## src/design/wris_pkg.sv

```systemverilog
package wris_pkg;

    localparam int WEIGHT_W        = 16;
    localparam int RND_W           = 31;
    localparam int CHOSEN_W        = 4;
    localparam int DEF_MAX_WEIGHTS = 16;
    localparam int DEF_WEIGHT_BITS = 16;

    typedef struct packed {
        logic [WEIGHT_W-1:0] weight;
        logic [RND_W-1:0]    random_value;
        logic                last_weight;
    } req_t;

    typedef struct packed {
        logic [CHOSEN_W-1:0] chosen_index;
        logic                list_overflowed;
    } rsp_t;

endpackage

```

## src/design/wris_store.sv

```systemverilog
module wris_store #(
    parameter int DEPTH  = 16,
    parameter int DATA_W = 16
) (
    input  logic                     clk,
    input  logic                     wr_en,
    input  logic [$clog2(DEPTH)-1:0] wr_addr,
    input  logic [DATA_W-1:0]        wr_data,
    input  logic [$clog2(DEPTH)-1:0] rd_addr,
    output logic [DATA_W-1:0]        rd_data
);

    logic [DATA_W-1:0] mem [DEPTH];
    logic [DATA_W-1:0] rd_data_reg;

    always_ff @(posedge clk)
    begin
        if (wr_en)
        begin
            mem[wr_addr] <= wr_data;
        end
    end

    always_ff @(posedge clk)
    begin
        rd_data_reg <= mem[rd_addr];
    end

    assign rd_data = rd_data_reg;

endmodule

```

## src/design/wris_div.sv

```systemverilog
// Restoring remainder unit: one dividend bit per cycle.
module wris_div #(
    parameter int DVSR_W = 20
) (
    input  logic                     clk,
    input  logic                     rst_n,
    input  logic                     start,
    input  logic [wris_pkg::RND_W-1:0] dividend,
    input  logic [DVSR_W-1:0]        divisor,
    output logic                     done,
    output logic [DVSR_W-1:0]        remainder
);
    import wris_pkg::*;

    localparam int STEP_W = $clog2(RND_W + 1);

    logic              busy_reg, busy_next;
    logic              done_reg, done_next;
    logic [STEP_W-1:0] cnt_reg, cnt_next;
    logic [RND_W-1:0]  shift_reg, shift_next;
    logic [DVSR_W-1:0] dvsr_reg, dvsr_next;
    logic [DVSR_W-1:0] rem_reg, rem_next;
    logic [DVSR_W:0]   trial;

    always_comb
    begin
        busy_next  = busy_reg;
        done_next  = 1'b0;
        cnt_next   = cnt_reg;
        shift_next = shift_reg;
        dvsr_next  = dvsr_reg;
        rem_next   = rem_reg;
        trial      = {rem_reg, shift_reg[RND_W-1]};
        if (start)
        begin
            busy_next  = 1'b1;
            cnt_next   = STEP_W'(RND_W);
            shift_next = dividend;
            dvsr_next  = divisor;
            rem_next   = '0;
        end
        else if (busy_reg)
        begin
            if (trial >= {1'b0, dvsr_reg})
            begin
                rem_next = DVSR_W'(trial - {1'b0, dvsr_reg});
            end
            else
            begin
                rem_next = trial[DVSR_W-1:0];
            end
            shift_next = {shift_reg[RND_W-2:0], 1'b0};
            cnt_next   = cnt_reg - STEP_W'(1);
            if (cnt_reg == STEP_W'(1))
            begin
                busy_next = 1'b0;
                done_next = 1'b1;
            end
        end
    end

    always_ff @(posedge clk or negedge rst_n)
    begin
        if (!rst_n)
        begin
            busy_reg <= 1'b0;
            done_reg <= 1'b0;
            cnt_reg  <= '0;
        end
        else
        begin
            busy_reg <= busy_next;
            done_reg <= done_next;
            cnt_reg  <= cnt_next;
        end
    end

    always_ff @(posedge clk)
    begin
        shift_reg <= shift_next;
        dvsr_reg  <= dvsr_next;
        rem_reg   <= rem_next;
    end

    assign done      = done_reg;
    assign remainder = rem_reg;

endmodule

```

## src/design/weighted_random_index_select_unit.sv

```systemverilog
// Weighted random index select (roulette wheel).
// Request channel: start/busy with req (weight, random_value, last_weight).
//   A request is taken at a clock edge with start high and busy low.
//   Weights load one per cycle while busy is low; the store holds
//   MAX_WEIGHTS of them, further weights are dropped and flagged.
// The request marked last_weight raises busy: random_value is reduced
//   modulo the total (or modulo the count when all weights are zero) by a
//   bit-serial remainder unit; unless all weights are zero, the stored
//   weights are then scanned one per cycle from a registered-read memory.
// Result channel: done strobes high for one cycle with rsp (chosen_index,
//   list_overflowed). The receiver cannot stall; the result must be taken
//   in that cycle. busy is low again in the done cycle, so the next list
//   may start loading at once.
// After each result the list (count, total, overflow flag) is emptied.
// Reset (rst_n low) empties the list and aborts any selection in flight.
module weighted_random_index_select_unit #(
    parameter int MAX_WEIGHTS = wris_pkg::DEF_MAX_WEIGHTS,
    parameter int WEIGHT_BITS = wris_pkg::DEF_WEIGHT_BITS
) (
    input  logic           clk,
    input  logic           rst_n,
    input  logic           start,
    output logic           busy,
    input  wris_pkg::req_t req,
    output logic           done,
    output wris_pkg::rsp_t rsp
);
    import wris_pkg::*;

    localparam int W_EFF = (WEIGHT_BITS < WEIGHT_W) ? WEIGHT_BITS : WEIGHT_W;
    localparam int IDX_W = $clog2(MAX_WEIGHTS);
    localparam int CNT_W = $clog2(MAX_WEIGHTS + 1);
    localparam int TOT_W = W_EFF + IDX_W;

    localparam logic [1:0] ST_IDLE = 2'd0;
    localparam logic [1:0] ST_DIV  = 2'd1;
    localparam logic [1:0] ST_SCAN = 2'd2;

    logic [1:0]          state_reg, state_next;
    logic [CNT_W-1:0]    count_reg, count_next;
    logic [TOT_W-1:0]    total_reg, total_next;
    logic                ovf_reg, ovf_next;
    logic                done_reg, done_next;
    logic [IDX_W-1:0]    scan_idx_reg, scan_idx_next;
    logic [TOT_W-1:0]    scan_rem_reg, scan_rem_next;
    logic                zero_reg, zero_next;
    logic [CHOSEN_W-1:0] index_reg, index_next;
    logic                flag_reg, flag_next;

    logic             accept;
    logic             full;
    logic             store_en;
    logic [W_EFF-1:0] w_in;
    logic [CNT_W-1:0] count_upd;
    logic [TOT_W-1:0] total_upd;
    logic             ovf_upd;
    logic             div_start;
    logic [TOT_W-1:0] divisor;
    logic             div_done;
    logic [TOT_W-1:0] div_rem;
    logic [W_EFF-1:0] rd_w;
    logic             hit;
    logic             last_idx;

    assign busy     = (state_reg != ST_IDLE);
    assign accept   = start & ~busy;
    assign full     = (count_reg == CNT_W'(MAX_WEIGHTS));
    assign store_en = accept & ~full;
    assign w_in     = req.weight[W_EFF-1:0];
    assign count_upd = store_en ? count_reg + CNT_W'(1) : count_reg;
    assign total_upd = store_en ? total_reg + TOT_W'(w_in) : total_reg;
    assign ovf_upd   = ovf_reg | (accept & full);
    assign divisor   = (total_upd != '0) ? total_upd : TOT_W'(count_upd);
    assign hit       = scan_rem_reg < TOT_W'(rd_w);
    assign last_idx  = (CNT_W'(scan_idx_reg) == count_reg - CNT_W'(1));

    wris_store #(
        .DEPTH  (MAX_WEIGHTS),
        .DATA_W (W_EFF)
    ) u_store (
        .clk     (clk),
        .wr_en   (store_en),
        .wr_addr (count_reg[IDX_W-1:0]),
        .wr_data (w_in),
        .rd_addr (scan_idx_next),
        .rd_data (rd_w)
    );

    wris_div #(
        .DVSR_W (TOT_W)
    ) u_div (
        .clk       (clk),
        .rst_n     (rst_n),
        .start     (div_start),
        .dividend  (req.random_value),
        .divisor   (divisor),
        .done      (div_done),
        .remainder (div_rem)
    );

    always_comb
    begin
        state_next    = state_reg;
        count_next    = count_reg;
        total_next    = total_reg;
        ovf_next      = ovf_reg;
        done_next     = 1'b0;
        scan_idx_next = scan_idx_reg;
        scan_rem_next = scan_rem_reg;
        zero_next     = zero_reg;
        index_next    = index_reg;
        flag_next     = flag_reg;
        div_start     = 1'b0;
        case (state_reg)
            ST_IDLE:
            begin
                if (accept)
                begin
                    count_next = count_upd;
                    total_next = total_upd;
                    ovf_next   = ovf_upd;
                    if (req.last_weight)
                    begin
                        zero_next     = (total_upd == '0);
                        div_start     = 1'b1;
                        scan_idx_next = '0;
                        state_next    = ST_DIV;
                    end
                end
            end
            ST_DIV:
            begin
                if (div_done)
                begin
                    if (zero_reg)
                    begin
                        done_next  = 1'b1;
                        index_next = CHOSEN_W'(div_rem);
                        flag_next  = ovf_reg;
                        count_next = '0;
                        total_next = '0;
                        ovf_next   = 1'b0;
                        state_next = ST_IDLE;
                    end
                    else
                    begin
                        scan_rem_next = div_rem;
                        state_next    = ST_SCAN;
                    end
                end
            end
            ST_SCAN:
            begin
                if (hit || last_idx)
                begin
                    done_next  = 1'b1;
                    index_next = hit ? CHOSEN_W'(scan_idx_reg) : '0;
                    flag_next  = ovf_reg;
                    count_next = '0;
                    total_next = '0;
                    ovf_next   = 1'b0;
                    state_next = ST_IDLE;
                end
                else
                begin
                    scan_rem_next = scan_rem_reg - TOT_W'(rd_w);
                    scan_idx_next = scan_idx_reg + IDX_W'(1);
                end
            end
            default:
            begin
                state_next = ST_IDLE;
            end
        endcase
    end

    always_ff @(posedge clk or negedge rst_n)
    begin
        if (!rst_n)
        begin
            state_reg <= ST_IDLE;
            count_reg <= '0;
            total_reg <= '0;
            ovf_reg   <= 1'b0;
            done_reg  <= 1'b0;
        end
        else
        begin
            state_reg <= state_next;
            count_reg <= count_next;
            total_reg <= total_next;
            ovf_reg   <= ovf_next;
            done_reg  <= done_next;
        end
    end

    always_ff @(posedge clk)
    begin
        scan_idx_reg <= scan_idx_next;
        scan_rem_reg <= scan_rem_next;
        zero_reg     <= zero_next;
        index_reg    <= index_next;
        flag_reg     <= flag_next;
    end

    assign done                = done_reg;
    assign rsp.chosen_index    = index_reg;
    assign rsp.list_overflowed = flag_reg;

`ifndef SYNTH
    assert property (@(posedge clk) disable iff (!rst_n)
        done |-> $past(busy))
        else $error("result without a selection in flight");

    assert property (@(posedge clk) disable iff (!rst_n)
        start && !busy && req.last_weight |=> busy && count_reg != '0)
        else $error("last request did not start a selection");

    assert property (@(posedge clk) disable iff (!rst_n)
        count_reg <= CNT_W'(MAX_WEIGHTS))
        else $error("weight count beyond capacity");

    assert property (@(posedge clk) disable iff (!rst_n)
        state_reg == ST_SCAN |-> CNT_W'(scan_idx_reg) < count_reg)
        else $error("scan ran past the stored weights");

    assert property (@(posedge clk) disable iff (!rst_n)
        done |=> count_reg == '0 || $past(start))
        else $error("list not emptied after result");
`endif

endmodule

```

## config.mk

```make
export PLATFORM = sky130hd
export DESIGN_NAME = weighted_random_index_select_unit
export DESIGN_NICKNAME = d
export VERILOG_FILES = /design/src/design/wris_pkg.sv /design/src/design/wris_store.sv /design/src/design/wris_div.sv /design/src/design/weighted_random_index_select_unit.sv
export SDC_FILE = /design/constraint.sdc
export NUM_CORES = 1
export LEC_CHECK = 0
export BUFFER_PORTS_ARGS = -buffer_cell sky130_fd_sc_hd__buf_2
export CORE_AREA = 2 2 194 196
export CTS_CLUSTER_DIAMETER = 150
export DETAILED_ROUTE_END_ITERATION = 10
export DIE_AREA = 0 0 196 198
export PLACE_DENSITY = 0.78
export RECOVER_POWER = 50
export SKIP_CTS_REPAIR_TIMING = 1
export SLEW_MARGIN = 10
export SYNTH_ARGS = -nofsm -noshare
export SYNTH_HDL_FRONTEND = slang
export SYNTH_SLANG_ARGS = --single-unit
```

## constraint.sdc

```tcl
create_clock -name clk -period 9.75 [get_ports clk]
set_input_delay 1.95 -clock clk [delete_from_list [all_inputs] [get_ports clk]]
set_output_delay 1.95 -clock clk [all_outputs]
set_load 0.01 [all_outputs]
```

==> flow_metrics.tcl <==
set metrics [dict create \
    clock_tree.root_cell "clkbuf_16" \
    drc_errors 0 \
    postLayoutCoreUtil_pct 59.8 \
    startpoint_type "input pin" \
    drt-pass1-iter-count 6 \
    area_delta_synth_final_pct 10.3 \
    synth_cells 1687 \
    leakage_nw 8.24 \
    fmax_ghz 0.158 \
    antenna_found_initial 1 \
    met3_usage_pct 4.55 \
    async_reset_ff_share_pct 8.80 \
    grt_use_total_pct 25.3 \
    drt_iter0_markers 1468 \
    hold_start "u_div.shift_reg[19]" \
    grt_pass1_wl_um 75600 \
    multi_input_area_sq_um 7500 \
    n_antenna_cell 0 \
    gr-usage-met1_pct 34.8 \
    violations "max-capacitance violations, max-slew violations" \
    vias 13904 \
    die_w_um 196 \
    cp-endpoint "u_store.rd_data[6]" \
    viasPerCell 6.25 \
    io_buffers 57 \
    timing.rr.end "u_store.rd_data[6]" \
    busiest_layer "met2" \
    antenna_left 0 \
    yosysWarnings 0 \
    nets 1833 \
    worst-endpoint-required_ps 10260 \
    clkTransAtPathRegs_ps 60 \
    ys_seq_area_share_pct 58.4 \
    finalCriticalPeriod_ps 6330 \
    arrival_ps 6840 \
    critPathKind "in -> reg" \
    fin_crit_sh_pct 64.9 \
    drive_above_1_share_pct 12.0 \
    ys_ff_latch 409 \
    final_max_slew_viol_count 191 \
    grt_overflow 0 \
    power_mw 7.59 \
    cp-end-kind "flop" \
    setup_viol 0 \
    r2r_slack_ps 4090 \
    ys.flop_type "edfxtp_1" \
    syn_nets 1803 \
    gp_congestion 0.873 \
    crit_start "start" \
    grt_pass1_vias 13447 \
    nFillCells 2888 \
    cts_tree "yes" \
    min_path_type "reg -> reg" \
    clock_skew_ps 20.0 \
    largest_reg_flops 256 \
    core_sq_um 37000 \
    reg2reg_from "state_reg[0]" \
    rr_worst_depth 13 \
    vdd_drop_max_v 0.000279 \
    insertion_delay_ps 580 \
    met2_usage_pct 39.6 \
    initial_core_util_pct 54.2 \
    wirelength_um 48500 \
    fp.dieH_um 198 \
    htreeDepth 2 \
    clock_path_buffers 3 \
    fin_tns_setup_ps 0 \
    rsz0062_at_grt "false" \
    dp_hpwl_um 30100 \
    synth-edff-count 333 \
    syn_area_sq_um 20000 \
    io_pins 58 \
    synthDistinctLibCells 85 \
    hold_viol 0 \
    cts_buffers 43 \
    die_area_sq_um 38800 \
    power_density_nw_per_um2 344 \
    relSlewSlack_pct -84.1 \
    grt_max_degree 83 \
    status "finished with violations" \
    maxCapViolations 4 \
    tightest_slew_ps 2760 \
    num_rows 71 \
    hold_ws_ps 516 \
    cp_max_fo 82 \
    wire_per_inst_um 21.8 \
    syn_avg_cell_area_sq_um 11.9 \
    cts_sinks 409 \
    register_area_sq_um 11700 \
]
cells in the mapped netlist (11+ instances only):
cell / instances / area, sq um
dfrtp_1: 36 / 901
o21a_1: 13 / 97.6
ha_1: 62 / 776
o31ai_1: 16 / 120
o21ai_0: 52 / 260
nand3_1: 16 / 80.1
nand4_1: 24 / 150
nand2b_1: 11 / 68.8
nand2_1: 163 / 612
edfxtp_1: 333 / 10000
o211ai_1: 135 / 1010
a21o_1: 16 / 120
dfxtp_1: 40 / 801
a21oi_1: 51 / 255
inv_1: 136 / 510
mux2i_1: 19 / 190
o21ai_1: 16 / 80.1
nor2_1: 72 / 270
o2111ai_1: 67 / 587
nor4_1: 11 / 68.8
clkbuf_1: 73 / 274
xnor2_1: 36 / 315
xor2_1: 11 / 96.3
nor3_1: 28 / 140
mux2_2: 49 / 552
mux2_1: 26 / 293
report_power, final:
| part | total, mW | switching (mW) | internal, mW |
|---|---|---|---|
| clock | 1.55 | 0.684 | 0.862 |
| combinational | 3.51 | 2.16 | 1.35 |
| sequential | 2.54 | 0.240 | 2.30 |
cells by family after synthesis:
kind of cell             share of synthesized area [%]
flip-flops                                        58.4
AO/OA/AOI/OAI                                     16.4
buffers and inverters                             4.62
XOR/XNOR                                          2.19
adder cells (fa/ha/maj)                           4.17
multiplexers                                      5.17
AND/OR/NAND/NOR                                   9.06
final cells by class:
cell class | instances | share of cell area [%]
Clock inverter | 27 | 0.912
Sequential cell | 409 | 53.0
Clock buffer | 53 | 5.13
Multi-Input combinational cell | 1041 | 34.0
Tap cell | 474 | 2.68
Inverter | 139 | 2.36
Timing Repair Buffer | 83 | 1.99
layout by cell type (no fill, tap or decap), types with 12 or more instances in the layout:
cell       count
a21o_1        16
a21oi_1       52
buf_2         33
buf_4         23
clkbuf_1      35
clkbuf_16     43
dfrtp_1       35
dfxtp_1       40
edfxtp_1     333
ha_1          62
inv_1        135
mux2_1        26
mux2_2        49
mux2i_1       19
nand2_1      163
nand3_1       15
nand4_1       24
nor2_1        59
nor2_2        13
nor3_1        25
o2111ai_1     66
o211ai_1     135
o21a_1        12
o21ai_0       53
o21ai_1       15
o31ai_1       16
xnor2_1       36
worst min path at each step:
stage                     endpoint  depth (start not counted)  slack (ps)
2_1_floorplan             flag_reg                          0         430
3_3_place_gp          total_reg[9]                          2         490
3_5_place_dp   u_div.shift_reg[17]                          2         500
4_1_cts        u_div.shift_reg[20]                          2         510
5_1_grt        u_div.shift_reg[17]                          2         530
6_report       u_div.shift_reg[20]                          2         520
layer usage:
layer	vias to the layer above	share of wire [%]
met1	6714	42
met2	598	46
li1	6483	-
met4	2	4.0
met3	107	8.1
met5	-	0.033
per-stage QoR:
step	std cells	area, sq um	worst slack [ps]
detailed placement	2146	20800	4070
floorplan	1687	20000	5000
global route	2226	22100	3060
global placement	2146	20800	4330
finish	2226	22100	3420
CTS	2226	22100	4590
worst max-delay path, cell delays in order:
cell       delay (ps)
clkbuf_1          120
nand3_2            80
clkbuf_1         1660
clkinv_1          330
a21oi_1           390
a31oi_1           100
o31a_2            240
buf_4             360
a2bb2oi_4         260
buf_4             280
buf_4             410
o211ai_1          250
o2111ai_1         170
nand4_1           140
(Power assumes the default switching activity.)
